<file path="src/ethp_pkg.sv">
// shared types and constants for the ethernet/ipv4/tcp header parser
// used by ethp_front, ethp_queue, ethp_back and the top level
`default_nettype none

package ethp_pkg;

    // length of the ethernet header ahead of the ipv4 header (14 bytes)
    localparam logic [7:0] ETH_HDR      = 8'd14;
    // smallest legal ipv4 / tcp header, in bytes
    localparam logic [5:0] MIN_HDR      = 6'd20;
    localparam logic [7:0] PROTO_TCP    = 8'd6;
    // offsets of fields inside the fixed ipv4 header and the tcp header
    localparam logic [7:0] OFF_TLEN_HI  = 8'd2;
    localparam logic [7:0] OFF_TLEN_LO  = 8'd3;
    localparam logic [7:0] OFF_PROTO    = 8'd9;
    localparam logic [7:0] OFF_SRC_LO   = 8'd12;
    localparam logic [7:0] OFF_SRC_HI   = 8'd15;
    localparam logic [7:0] OFF_DST_LO   = 8'd16;
    localparam logic [7:0] OFF_DST_HI   = 8'd19;
    localparam logic [7:0] OFF_SPORT_HI = 8'd0;
    localparam logic [7:0] OFF_SPORT_LO = 8'd1;
    localparam logic [7:0] OFF_DPORT_HI = 8'd2;
    localparam logic [7:0] OFF_DPORT_LO = 8'd3;
    localparam logic [7:0] OFF_DOFF     = 8'd12;
    localparam logic [7:0] POS_MAX      = 8'd255;

    // queue between front and back
    localparam int QUEUE_DEPTH = 2;
    localparam int QPTR_W      = (QUEUE_DEPTH > 1) ? $clog2(QUEUE_DEPTH) : 1;
    localparam int QCNT_W      = $clog2(QUEUE_DEPTH + 1);

    localparam int IN_TDATA_W  = 8;
    localparam int OUT_TDATA_W = 160;

    typedef enum logic [2:0] {
        ST_TCP_OK     = 3'd0,
        ST_IP_SHORT   = 3'd1,
        ST_NOT_TCP    = 3'd2,
        ST_TCP_SHORT  = 3'd3,
        ST_TRUNCATED  = 3'd4,
        ST_UNDERFLOW  = 3'd5
    } t_status;

    // raw header capture of one frame, handed from front to back
    typedef struct packed {
        logic [8:0]  frame_len;
        logic [5:0]  ihl_bytes;
        logic [15:0] total_length;
        logic [7:0]  protocol;
        logic [31:0] src_addr;
        logic [31:0] dst_addr;
        logic [15:0] src_port;
        logic [15:0] dst_port;
        logic [5:0]  tcp_bytes;
        logic [15:0] packet_number;
    } t_frame_rec;

    // summary word as it leaves the block
    typedef struct packed {
        logic [15:0] payload_bytes;
        logic [7:0]  payload_offset;
        logic [5:0]  tcp_header_bytes;
        logic [5:0]  ip_header_bytes;
        logic [15:0] dest_port;
        logic [15:0] source_port;
        logic [31:0] dest_address;
        logic [31:0] source_address;
        logic [7:0]  ip_protocol;
        logic [15:0] packet_number;
        t_status     status;
    } t_summary;

endpackage

`default_nettype wire

</file>
<file path="src/ethp_front.sv">
// front end: takes frame bytes, captures header fields by byte position
// and pushes one raw record per frame into the queue; uses ethp_pkg
`default_nettype none

module ethp_front (
    input  wire logic                i_clk,
    input  wire logic                i_rst_n,
    input  wire logic                i_accept,
    input  wire logic [7:0]          i_byte,
    input  wire logic                i_last,
    output ethp_pkg::t_frame_rec     o_rec,
    output logic                     o_push
);

    logic [7:0]  r_pos, n_pos;
    logic [5:0]  r_ihl, n_ihl;
    logic [15:0] r_tot, n_tot;
    logic [7:0]  r_proto, n_proto;
    logic [31:0] r_src, n_src;
    logic [31:0] r_dst, n_dst;
    logic [15:0] r_sport, n_sport;
    logic [15:0] r_dport, n_dport;
    logic [5:0]  r_tcp, n_tcp;
    logic [15:0] r_pkt;
    logic [7:0]  tcp_base;

    // field capture with the current word folded in
    always_comb begin
        n_ihl   = r_ihl;
        n_tot   = r_tot;
        n_proto = r_proto;
        n_src   = r_src;
        n_dst   = r_dst;
        n_sport = r_sport;
        n_dport = r_dport;
        n_tcp   = r_tcp;
        tcp_base = ethp_pkg::ETH_HDR + {2'b00, r_ihl};
        if (r_pos == ethp_pkg::ETH_HDR) begin
            n_ihl = {i_byte[3:0], 2'b00};
        end
        if (r_pos == ethp_pkg::ETH_HDR + ethp_pkg::OFF_TLEN_HI ||
            r_pos == ethp_pkg::ETH_HDR + ethp_pkg::OFF_TLEN_LO) begin
            n_tot = {r_tot[7:0], i_byte};
        end
        if (r_pos == ethp_pkg::ETH_HDR + ethp_pkg::OFF_PROTO) begin
            n_proto = i_byte;
        end
        if (r_pos >= ethp_pkg::ETH_HDR + ethp_pkg::OFF_SRC_LO &&
            r_pos <= ethp_pkg::ETH_HDR + ethp_pkg::OFF_SRC_HI) begin
            n_src = {r_src[23:0], i_byte};
        end
        if (r_pos >= ethp_pkg::ETH_HDR + ethp_pkg::OFF_DST_LO &&
            r_pos <= ethp_pkg::ETH_HDR + ethp_pkg::OFF_DST_HI) begin
            n_dst = {r_dst[23:0], i_byte};
        end
        // tcp fields only once a usable ihl is known
        if (r_ihl >= ethp_pkg::MIN_HDR) begin
            if (r_pos == tcp_base + ethp_pkg::OFF_SPORT_HI ||
                r_pos == tcp_base + ethp_pkg::OFF_SPORT_LO) begin
                n_sport = {r_sport[7:0], i_byte};
            end
            if (r_pos == tcp_base + ethp_pkg::OFF_DPORT_HI ||
                r_pos == tcp_base + ethp_pkg::OFF_DPORT_LO) begin
                n_dport = {r_dport[7:0], i_byte};
            end
            if (r_pos == tcp_base + ethp_pkg::OFF_DOFF) begin
                n_tcp = {i_byte[7:4], 2'b00};
            end
        end
        n_pos = (r_pos == ethp_pkg::POS_MAX) ? r_pos : r_pos + 8'd1;
    end

    // record handed to the queue on the last word
    always_comb begin
        o_rec.frame_len     = {1'b0, r_pos} + 9'd1;
        o_rec.ihl_bytes     = n_ihl;
        o_rec.total_length  = n_tot;
        o_rec.protocol      = n_proto;
        o_rec.src_addr      = n_src;
        o_rec.dst_addr      = n_dst;
        o_rec.src_port      = n_sport;
        o_rec.dst_port      = n_dport;
        o_rec.tcp_bytes     = n_tcp;
        o_rec.packet_number = r_pkt;
    end

    assign o_push = i_accept && i_last;

    // per-frame state, cleared after each last word
    always_ff @(posedge i_clk) begin
        if (!i_rst_n) begin
            r_pos   <= '0;
            r_ihl   <= '0;
            r_tot   <= '0;
            r_proto <= '0;
            r_src   <= '0;
            r_dst   <= '0;
            r_sport <= '0;
            r_dport <= '0;
            r_tcp   <= '0;
            r_pkt   <= 16'd1;
        end else if (i_accept) begin
            if (i_last) begin
                r_pos   <= '0;
                r_ihl   <= '0;
                r_tot   <= '0;
                r_proto <= '0;
                r_src   <= '0;
                r_dst   <= '0;
                r_sport <= '0;
                r_dport <= '0;
                r_tcp   <= '0;
                r_pkt   <= r_pkt + 16'd1;
            end else begin
                r_pos   <= n_pos;
                r_ihl   <= n_ihl;
                r_tot   <= n_tot;
                r_proto <= n_proto;
                r_src   <= n_src;
                r_dst   <= n_dst;
                r_sport <= n_sport;
                r_dport <= n_dport;
                r_tcp   <= n_tcp;
            end
        end
    end

    // a frame end always leaves the capture state clear
    a_clear_after_last: assert property (@(posedge i_clk) disable iff (!i_rst_n)
        (i_accept && i_last) |=> (r_pos == 8'd0 && r_ihl == 6'd0 && r_tcp == 6'd0))
        else $error("capture state not cleared after frame end");

endmodule

`default_nettype wire

</file>
<file path="src/ethp_queue.sv">
// short record queue between the front and back ends
// depth from ethp_pkg::QUEUE_DEPTH; holds ethp_pkg::t_frame_rec
`default_nettype none

module ethp_queue (
    input  wire logic                i_clk,
    input  wire logic                i_rst_n,
    input  wire logic                i_push,
    input  wire ethp_pkg::t_frame_rec i_rec,
    input  wire logic                i_pop,
    output ethp_pkg::t_frame_rec     o_rec,
    output logic                     o_empty,
    output logic                     o_full
);

    ethp_pkg::t_frame_rec r_mem [ethp_pkg::QUEUE_DEPTH];
    logic [ethp_pkg::QPTR_W-1:0] r_wr, r_rd;
    logic [ethp_pkg::QCNT_W-1:0] r_cnt;
    logic do_push, do_pop;

    localparam logic [ethp_pkg::QPTR_W-1:0] PTR_LAST =
        ethp_pkg::QPTR_W'(ethp_pkg::QUEUE_DEPTH - 1);
    localparam logic [ethp_pkg::QCNT_W-1:0] CNT_FULL =
        ethp_pkg::QCNT_W'(ethp_pkg::QUEUE_DEPTH);

    assign o_empty = (r_cnt == '0);
    assign o_full  = (r_cnt == CNT_FULL);
    assign do_push = i_push && !o_full;
    assign do_pop  = i_pop && !o_empty;
    assign o_rec   = r_mem[r_rd];

    // storage
    always_ff @(posedge i_clk) begin
        if (do_push) begin
            r_mem[r_wr] <= i_rec;
        end
    end

    // pointers and fill count
    always_ff @(posedge i_clk) begin
        if (!i_rst_n) begin
            r_wr  <= '0;
            r_rd  <= '0;
            r_cnt <= '0;
        end else begin
            if (do_push) begin
                r_wr <= (r_wr == PTR_LAST) ? '0 : r_wr + 1'b1;
            end
            if (do_pop) begin
                r_rd <= (r_rd == PTR_LAST) ? '0 : r_rd + 1'b1;
            end
            if (do_push && !do_pop) begin
                r_cnt <= r_cnt + 1'b1;
            end else if (do_pop && !do_push) begin
                r_cnt <= r_cnt - 1'b1;
            end
        end
    end

    // the front must never push into a full queue
    a_no_overflow: assert property (@(posedge i_clk) disable iff (!i_rst_n)
        i_push |-> !o_full)
        else $error("record pushed into full queue");

    a_count_range: assert property (@(posedge i_clk) disable iff (!i_rst_n)
        r_cnt <= CNT_FULL)
        else $error("queue fill count out of range");

endmodule

`default_nettype wire

</file>
<file path="src/ethp_back.sv">
// back end: classifies a captured frame record and holds the summary word
// in an output register; uses ethp_pkg types and constants
`default_nettype none

module ethp_back (
    input  wire logic                i_clk,
    input  wire logic                i_rst_n,
    input  wire ethp_pkg::t_frame_rec i_rec,
    input  wire logic                i_empty,
    output logic                     o_pop,
    output ethp_pkg::t_summary       o_sum,
    output logic                     o_valid,
    input  wire logic                i_ready
);

    ethp_pkg::t_summary r_sum, n_sum;
    logic               r_valid;
    logic [8:0]         tcp_base;
    logic [6:0]         hdrs;

    // status by check order, first failing check wins
    always_comb begin
        tcp_base = 9'(ethp_pkg::ETH_HDR) + {3'b000, i_rec.ihl_bytes};
        hdrs     = {1'b0, i_rec.ihl_bytes} + {1'b0, i_rec.tcp_bytes};
        n_sum.packet_number    = i_rec.packet_number;
        n_sum.ip_protocol      = i_rec.protocol;
        n_sum.source_address   = i_rec.src_addr;
        n_sum.dest_address     = i_rec.dst_addr;
        n_sum.ip_header_bytes  = i_rec.ihl_bytes;
        n_sum.source_port      = '0;
        n_sum.dest_port        = '0;
        n_sum.tcp_header_bytes = '0;
        n_sum.payload_offset   = '0;
        n_sum.payload_bytes    = '0;
        if (i_rec.frame_len < 9'(ethp_pkg::ETH_HDR) + 9'd1) begin
            n_sum.status = ethp_pkg::ST_TRUNCATED;
        end else if (i_rec.ihl_bytes < ethp_pkg::MIN_HDR) begin
            n_sum.status = ethp_pkg::ST_IP_SHORT;
        end else if (i_rec.frame_len <
                     9'(ethp_pkg::ETH_HDR) + 9'(ethp_pkg::MIN_HDR)) begin
            n_sum.status = ethp_pkg::ST_TRUNCATED;
        end else if (i_rec.protocol != ethp_pkg::PROTO_TCP) begin
            n_sum.status = ethp_pkg::ST_NOT_TCP;
        end else if (i_rec.frame_len < tcp_base + 9'(ethp_pkg::OFF_DOFF) + 9'd1) begin
            n_sum.status = ethp_pkg::ST_TRUNCATED;
        end else if (i_rec.tcp_bytes < ethp_pkg::MIN_HDR) begin
            n_sum.status           = ethp_pkg::ST_TCP_SHORT;
            n_sum.tcp_header_bytes = i_rec.tcp_bytes;
        end else if (i_rec.frame_len < tcp_base + {3'b000, i_rec.tcp_bytes}) begin
            n_sum.status = ethp_pkg::ST_TRUNCATED;
        end else begin
            n_sum.source_port      = i_rec.src_port;
            n_sum.dest_port        = i_rec.dst_port;
            n_sum.tcp_header_bytes = i_rec.tcp_bytes;
            n_sum.payload_offset   = ethp_pkg::ETH_HDR + {1'b0, hdrs};
            if (i_rec.total_length < {9'd0, hdrs}) begin
                n_sum.status = ethp_pkg::ST_UNDERFLOW;
            end else begin
                n_sum.status        = ethp_pkg::ST_TCP_OK;
                n_sum.payload_bytes = i_rec.total_length - {9'd0, hdrs};
            end
        end
    end

    // take the queue head whenever the output register is free
    assign o_pop   = !i_empty && (!r_valid || i_ready);
    assign o_sum   = r_sum;
    assign o_valid = r_valid;

    always_ff @(posedge i_clk) begin
        if (o_pop) begin
            r_sum <= n_sum;
        end
    end

    always_ff @(posedge i_clk) begin
        if (!i_rst_n) begin
            r_valid <= 1'b0;
        end else if (o_pop) begin
            r_valid <= 1'b1;
        end else if (i_ready) begin
            r_valid <= 1'b0;
        end
    end

    // ports only carry values when the tcp header was complete
    a_ports_gated: assert property (@(posedge i_clk) disable iff (!i_rst_n)
        (r_valid && r_sum.status != ethp_pkg::ST_TCP_OK &&
         r_sum.status != ethp_pkg::ST_UNDERFLOW) |->
        (r_sum.source_port == 16'd0 && r_sum.dest_port == 16'd0 &&
         r_sum.payload_offset == 8'd0))
        else $error("ports or offset set on a failed frame");

    // payload offset agrees with the two header sizes
    a_offset_sum: assert property (@(posedge i_clk) disable iff (!i_rst_n)
        (r_valid && r_sum.status == ethp_pkg::ST_TCP_OK) |->
        (r_sum.payload_offset == ethp_pkg::ETH_HDR + {2'b00, r_sum.ip_header_bytes}
                                 + {2'b00, r_sum.tcp_header_bytes}))
        else $error("payload offset does not match header sizes");

endmodule

`default_nettype wire

</file>
<file path="src/eth_ipv4_tcp_header_parser_unit.sv">
// Ethernet/IPv4/TCP header parser. Frame bytes come in one word per clock on
// the slave stream, last byte marked by tlast; the block accepts a byte every
// cycle that tready is high. For each frame it emits one summary word, valid
// once its record has passed the queue and the output register, and handed over
// at the next edge where the master side is ready. The front end captures header
// fields by byte position, a two-entry record queue lets the summary side
// stall on its own, and the back end classifies and registers the summary.
// The slave side only holds off (tready low) while both queue entries wait.
// top level: ties ethp_front, ethp_queue and ethp_back; uses ethp_pkg
`default_nettype none

module eth_ipv4_tcp_header_parser_unit (
    input  wire logic                                i_clk,
    input  wire logic                                i_rst_n,
    // slave stream
    input  wire logic                                i_s_tvalid,
    output logic                                     o_s_tready,
    input  wire logic [ethp_pkg::IN_TDATA_W-1:0]     i_s_tdata,  // [7:0] frame_byte
    input  wire logic                                i_s_tlast,  // last_byte
    // master stream
    output logic                                     o_m_tvalid,
    input  wire logic                                i_m_tready,
    // [2:0] status, [18:3] packet_number, [26:19] ip_protocol,
    // [58:27] source_address, [90:59] dest_address, [106:91] source_port,
    // [122:107] dest_port, [128:123] ip_header_bytes,
    // [134:129] tcp_header_bytes, [142:135] payload_offset,
    // [158:143] payload_bytes, [159] zero
    output logic [ethp_pkg::OUT_TDATA_W-1:0]         o_m_tdata
);

    ethp_pkg::t_frame_rec push_rec, head_rec;
    ethp_pkg::t_summary   sum;
    logic                 accept, push, pop, q_empty, q_full;

    assign o_s_tready = !q_full;
    assign accept     = i_s_tvalid && o_s_tready;

    // front end
    ethp_front u_front (
        .i_clk    (i_clk),
        .i_rst_n  (i_rst_n),
        .i_accept (accept),
        .i_byte   (i_s_tdata[7:0]),
        .i_last   (i_s_tlast),
        .o_rec    (push_rec),
        .o_push   (push)
    );

    // record queue
    ethp_queue u_queue (
        .i_clk   (i_clk),
        .i_rst_n (i_rst_n),
        .i_push  (push),
        .i_rec   (push_rec),
        .i_pop   (pop),
        .o_rec   (head_rec),
        .o_empty (q_empty),
        .o_full  (q_full)
    );

    // back end
    ethp_back u_back (
        .i_clk   (i_clk),
        .i_rst_n (i_rst_n),
        .i_rec   (head_rec),
        .i_empty (q_empty),
        .o_pop   (pop),
        .o_sum   (sum),
        .o_valid (o_m_tvalid),
        .i_ready (i_m_tready)
    );

    // summary word packing, status lowest, zero pad bit on top
    assign o_m_tdata = {1'b0, sum};

endmodule

`default_nettype wire

</file>
<file path="config.mk">
export PLATFORM = sky130hd
export DESIGN_NAME = eth_ipv4_tcp_header_parser_unit
export DESIGN_NICKNAME = d
export VERILOG_FILES = /design/src/ethp_pkg.sv /design/src/ethp_front.sv /design/src/ethp_queue.sv /design/src/ethp_back.sv /design/src/eth_ipv4_tcp_header_parser_unit.sv
export SDC_FILE = /design/constraint.sdc
export NUM_CORES = 1
export LEC_CHECK = 0
export BUFFER_PORTS_ARGS = -buffer_cell sky130_fd_sc_hd__buf_2
export CAP_MARGIN = 20
export CORE_AREA = 2 2 278 280
export CTS_BUF_LIST = sky130_fd_sc_hd__clkbuf_16
export DETAILED_ROUTE_END_ITERATION = 7
export DIE_AREA = 0 0 280 282
export SETUP_SLACK_MARGIN = 0.02
export SLEW_MARGIN = 30
export SYNTH_ARGS = -nofsm -noshare
export SYNTH_HDL_FRONTEND = slang
export SYNTH_SLANG_ARGS = --single-unit
</file>
<file path="constraint.sdc">
create_clock -name i_clk -period 35.6 [get_ports i_clk]
set_input_delay 1.78 -clock i_clk [delete_from_list [all_inputs] [get_ports i_clk]]
set_output_delay 1.78 -clock i_clk [all_outputs]
set_load 0.005 [all_outputs]
</file>
# Word level (Yosys, flattened, before mapping)

Memory sizes are Yosys's and may differ from the RTL's. A register that Yosys moved wholly into a read port is not among the register bits.
Cells that the tools add are included.

Multiplexer cells: 40
Reduce and logical (&&, ||, !) cells: 27
Add/subtract/negate cells: 19
Eq/ne operators: 13
$lt $le $gt $ge: 12

Operators with widths:

| operator                                             | number |
|---|---|
| two-way mux 16 bit                                   | 8 |
| two-way mux 32 bit                                   | 4 |
| two-way mux 6 bit                                    | 7 |
| equality test 8 bit                                  | 5 |
| two-way mux 8 bit                                    | 4 |
| equality test 8 x 5 -> 1 bit (second input constant) | 3 |
| two-way mux 3 bit                                    | 7 |
| < comparator 9 bit                                   | 2 |
| adder 16 x 1 -> 16 bit (second input constant)       | 1 |
| adder 8 x 1 -> 8 bit (second input constant)         | 2 |
| adder 8 x 2 -> 8 bit (second input constant)         | 2 |
| >= comparator 8 x 5 -> 1 bit (second input constant) | 2 |
| < comparator 16 x 7 -> 1 bit                         | 1 |
| subtractor 16 x 7 -> 16 bit                          | 1 |
| adder 4 x 6 -> 7 bit (first input constant)          | 2 |
| < comparator 6 x 5 -> 1 bit (second input constant)  | 2 |
| adder 8 x 1 -> 9 bit (second input constant)         | 1 |
| adder 9 x 1 -> 9 bit (second input constant)         | 1 |
| adder 9 x 4 -> 9 bit (second input constant)         | 1 |
| adder 9 x 6 -> 9 bit                                 | 1 |
| logical AND 1 bit                                    | 9 |
| < comparator 9 x 4 -> 1 bit (second input constant)  | 1 |
| < comparator 9 x 6 -> 1 bit (second input constant)  | 1 |
| adder 4 x 7 -> 8 bit (first input constant)          | 1 |
| other kinds (24)                                     | 42 |

Output and inout bits: 162
Memory bits (writable): 314
Memories: 1
Register bits: 320
Input port bits: 13

Memories:

| memory        | depth | width | rd ports | clocked after memory_dff | wr ports | RTL line         | text |
|---|---|---|---|---|---|---|---|
| u_queue.r_mem | 2     | 157   | 1        | 1                        | 1        | ethp_queue.sv:16 | `ethp_pkg::t_frame_rec r_mem [ethp_pkg::QUEUE_DEPTH];` |

# Depth between registers and ports, before layout

Depth after elaboration: 9
Gate-level depth with buffers: 24

# Modules after synthesis

Synthesis repeated with hierarchy kept, for this count alone.

Cell total of the unflattened synthesis: 2003
Area total of the unflattened synthesis: 27572.7 um^2

By module, submodules not included:

| module                          | area each (um^2) | seq. area each (um^2) | cells an instance | instances |
|---|---|---|---|---|
| ethp_queue                      | 11602.4          | 9529.1                | 513               | 1 |
| ethp_front                      | 8968.6           | 3123.0                | 1016              | 1 |
| ethp_back                       | 6980.4           | 4794.6                | 470               | 1 |
| eth_ipv4_tcp_header_parser_unit | 21.3             | 0.0                   | 4                 | 1 |

# Worst setup path after synthesis

OpenSTA, ideal clock, no wires.

Path kind: input -> register
Start point: in i_s_tvalid
End point: mem u_queue.r_mem[0][0] (netlist bit), enable pin
Data arrival time: 12.876 ns
Setup slack: 21.859 ns
Stages on the path: 4
Data required time: 34.735 ns
Setup time: 0.865 ns
Path through: nand2_1 > clkbuf_1 > buf_1 > nor3_1

Cells in the longest elaborated chain, start to end: 5

RTL lines:

| item                                    | RTL line                              | text |
|---|---|---|
| from (decl)                             | eth_ipv4_tcp_header_parser_unit.sv:16 | `input wire logic i_s_tvalid,` |
| logical AND 1 bit                       | eth_ipv4_tcp_header_parser_unit.sv:36 | `assign accept = i_s_tvalid && o_s_tready;` |
| logical AND 1 bit                       | ethp_front.sv:87                      | `assign o_push = i_accept && i_last;` |
| logical AND 1 bit                       | ethp_queue.sv:28                      | `assign do_push = i_push && !o_full;` |
| two-way mux 1 bit                       | ethp_queue.sv:34                      | `if (do_push) begin` |
| two-way mux 1 bit (not written as such) | ethp_queue.sv:35                      | `r_mem[r_wr] <= i_rec;` |
| to (decl)                               | ethp_queue.sv:16                      |  |

Every way passes these cells.

==> impl_metrics.sql <==
INSERT INTO impl_metrics (metric_group, metric, value, unit) VALUES
('power', 'p_leak', '11.0', 'nW'),
('sta', 'rsz0062_at_grt', 'false', ''),
('global_routing', 'grt_start_max_net_pins', '136', ''),
('synthesis', 'synth_sequential_area_ratio', '66.0', '%'),
('clock_network', 'postCtsHoldBufs', '0', ''),
('sta', 'clock.fmax', '181', 'MHz'),
('sta', 'fin_tns_setup', '0', 'ns'),
('synthesis', 'synth_area_per_cell', '14.3', 'um^2'),
('die', 'dieArea', '79000', 'um^2'),
('sta', 'max-slew-margin-rel', '37.4', '%'),
('sta', 'timing.final.hold_violations', '0', ''),
('synthesis', 'yosysTopAreaCellShare', '53.7', '%'),
('drt', 'met1Wirelength', '27300', 'um'),
('place', 'placement.setup.worst_slack', '30.10', 'ns'),
('power', 'vdd_drop_max', '0.0475', 'mV'),
('cells_and_area', 'design.final.nets', '2078', ''),
('sta', 'final_max_slew_viol_count', '0', ''),
('sta', 'worst-slew-pin-transition', '0.939', 'ns'),
('cells_and_area', 'multiInputGateArea', '8400', 'um^2'),
('power', 'powerDensity', '71.6', 'nW/um^2'),
('drt', 'via_per_inst', '5.00', ''),
('synthesis', 'syn_nets', '1920', ''),
('sta', 'timing.clock.skew', '0.0356', 'ns'),
('drt', 'vias', '15239', ''),
('clock_network', 'clkTransAtPathRegs', '0.06', 'ns'),
('die', 'dieWidth', '280', 'um'),
('synthesis', 'synth_cell_type_count', '70', ''),
('die', 'placeableCoreArea', '75700', 'um^2'),
('critical_path', 'nature_of_the_critical_path_endpoint', 'flip-flop', ''),
('synthesis', 'synth_compound_area_share', '7.04', '%'),
('place', 'gp_congestion', '0.828', ''),
('clock_network', 'clk_path_buf_depth', '3', ''),
('critical_path', 'critPathArrivalTime', '5.94', 'ns'),
('synthesis', 'post_synth_instance_area', '26400', 'um^2'),
('place', 'port_buffer_cells', '173', ''),
('status', 'outcome', 'completed', ''),
('synthesis', 'dominant_combinational_cell_family_by_area_after_synthesis', 'multiplexers', ''),
('cells_and_area', 'final-instance-count-excl-fill', '3050', ''),
('clock_network', 'cts-buffers-inserted', '69', ''),
('drt', 'wl_met2', '27700', 'um'),
('clock_network', 'clock_sink_count', '635', ''),
('die', 'rows', '101', ''),
('synthesis', 'edff_count_synth', '473', ''),
('clock_network', 'clkLatencyLatePin', '0.63', 'ns'),
('critical_path', 'r2r_setup_slack', '30.07', 'ns'),
('die', 'initial_utilization', '34.9', '%'),
('critical_path', 'path_max_fanout', '135', ''),
('drt', 'iteration_0_drc_markers', '941', ''),
('clock_network', 'htreeDepth', '3', ''),
('sta', 'holdWs', '0.421', 'ns'),
('synthesis', 'yosys.area_share.adder', '2.55', '%'),
('drt', 'drt_first_pass_iters', '5', ''),
('drt', 'dr.max_layer_used', 'met5', ''),
('critical_path', 'worstSetupStartpointType', 'flip-flop', ''),
('drt', 'met3RoutedLength', '2880', 'um'),
('cells_and_area', 'drive_above_1_share', '26.3', '%'),
('run', 'timing.max_cap.violations', '0', ''),
('global_routing', 'grt.total_usage', '14.8', '%'),
('global_routing', 'first_pass_grt_wire_length', '90300', 'um'),
('sta', 'timing.final.crit_share', '15.5', '%'),
('worst_hold_path', 'timing.hold.worst.class', 'reg2reg', ''),
('synthesis', 'post_synth_mux_area_share', '12.1', '%'),
('cells_and_area', 'ff_latch_area', '17500', 'um^2'),
('clock_network', 'post-cts-setup-buffer-count', '0', ''),
('synthesis', 'post-synth-top-count-cell', 'edfxtp_1', ''),
('synthesis', 'post_synthesis_sequential_element_count', '635', ''),
('worst_hold_path', 'worst_hold_path.endpoint', 'u_front.r_tcp[1]', ''),
('synthesis', 'synth_top_cells_by_area', 'edfxtp_1, dfxtp_1, mux2_2', ''),
('global_routing', 'number_of_global_route_vias_before_repair', '15315', ''),
('synthesis', 'synth_simple_gate_area_share', '7.35', '%'),
('synthesis', 'synth_flop_cell', 'edfxtp_1', '');
==> cells in the final DEF, fill, tap and decap left out, drive strengths merged, types with 3 or more instances in the layout <==
master and count:
xor2 31, a21oi 33, nor3 32, nor3b 10, dfxtp 162, o211ai 8, fa 3, nor4 6
a22oi 98, o22ai 4, o31ai 3, o32ai 3, ha 49, nor2b 12, and2 32, nand2b 13
o21ai 24, a211o 3, edfxtp 473, clkbuf 69, nand4 16, a31oi 3, and3 11, nor2 199
a211oi 3, or4 3, mux2i 56, bufinv 6, buf 195, o21bai 4, o21a 11, nand2 32
xnor2 39, inv 59, nand3 16, a22o 32, mux2 235, a21o 10, or3 15, clkinv 34
==> worst max-delay path, cell delays in order (launching register included) <==
cell and delay [ns]:
dfxtp_4 0.84, buf_12 0.57, mux2_2 0.48, ha_1 0.34, nor2b_1 0.14, o21ai_0 0.15, nand2b_1 0.11, a21o_1 0.18
a21oi_1 0.34, ha_1 0.39, nand2b_1 0.15, a21oi_1 0.09, nor3b_1 0.18, or4_1 0.70, nor4_1 0.40
==> worst max-delay path by stage <==
stage          cells past startpoint  slack, ns                  end
2_1_floorplan                      4      21.86  u_queue.r_mem[0][0]
3_3_place_gp                      14      30.24    u_back.o_sum[152]
3_5_place_dp                      14      30.10    u_back.o_sum[152]
4_1_cts                           14      30.09    u_back.o_sum[152]
5_1_grt                           14      29.64    u_back.o_sum[152]
6_report                          14      30.07    u_back.o_sum[152]
==> per-layer routing <==
metal	GRT usage [%]	vias to the layer above
li1	-	7232
met1	20.3	7571
met2	23.9	338
met3	2.54	94
met4	5.21	4
met5	0	-
==> power breakdown <==
group	internal, mW	switching (mW)	total (mW)	leakage (nW)
combinational	0.207	0.314	0.522	4.13
sequential	0.922	0.0407	0.962	5.73
clock	0.404	0.301	0.705	1.17
total	1.53	0.656	2.19	11.0
==> per-stage QoR <==
stage	util (%)	instance area (um^2)
after floorplan	-	26400
after global placement	37.3	28200
after detailed placement	37.4	28300
after CTS	40.4	30600
after global routing	40.4	30600
final	40.4	30600
==> area by class of cell <==
cell class / instances / share of cell area [%]
flip-flops and latches: 635 / 57.1
multi-input cells: 1072 / 27.5
clock buffers: 69 / 5.65
well taps: 978 / 4.00
repair buffers: 195 / 3.58
clock inverters: 59 / 1.75
inverters: 40 / 0.499
diodes: 2 / 0.0164
==> sequential cells by signal (all words and copies together), names as in the netlist, named ones only <==
register         cells
u_queue.r_mem      314
u_front.r_src       32
u_front.r_tcp        6
u_front.r_proto      8
u_front.r_dport     16
u_front.r_pkt       16
u_front.r_ihl        6
u_front.r_dst       32
u_queue.r_wr         1
u_front.r_sport     16
u_back.o_sum       159
u_front.r_pos        8
u_queue.r_rd         1
u_queue.r_cnt        2
u_back.o_valid       1
u_front.r_tot       16
==> logic make-up after synthesis <==
logic type               count (synthesis)
buffers and inverters                  148
multiplexers                           291
XOR/XNOR                                71
adder cells (fa/ha/maj)                 52
AO/OA/AOI/OAI                          251
flip-flops                             635
other                                    2
AND/OR/NAND/NOR                        405
Note: power is estimated with default switching activity, not from simulation.
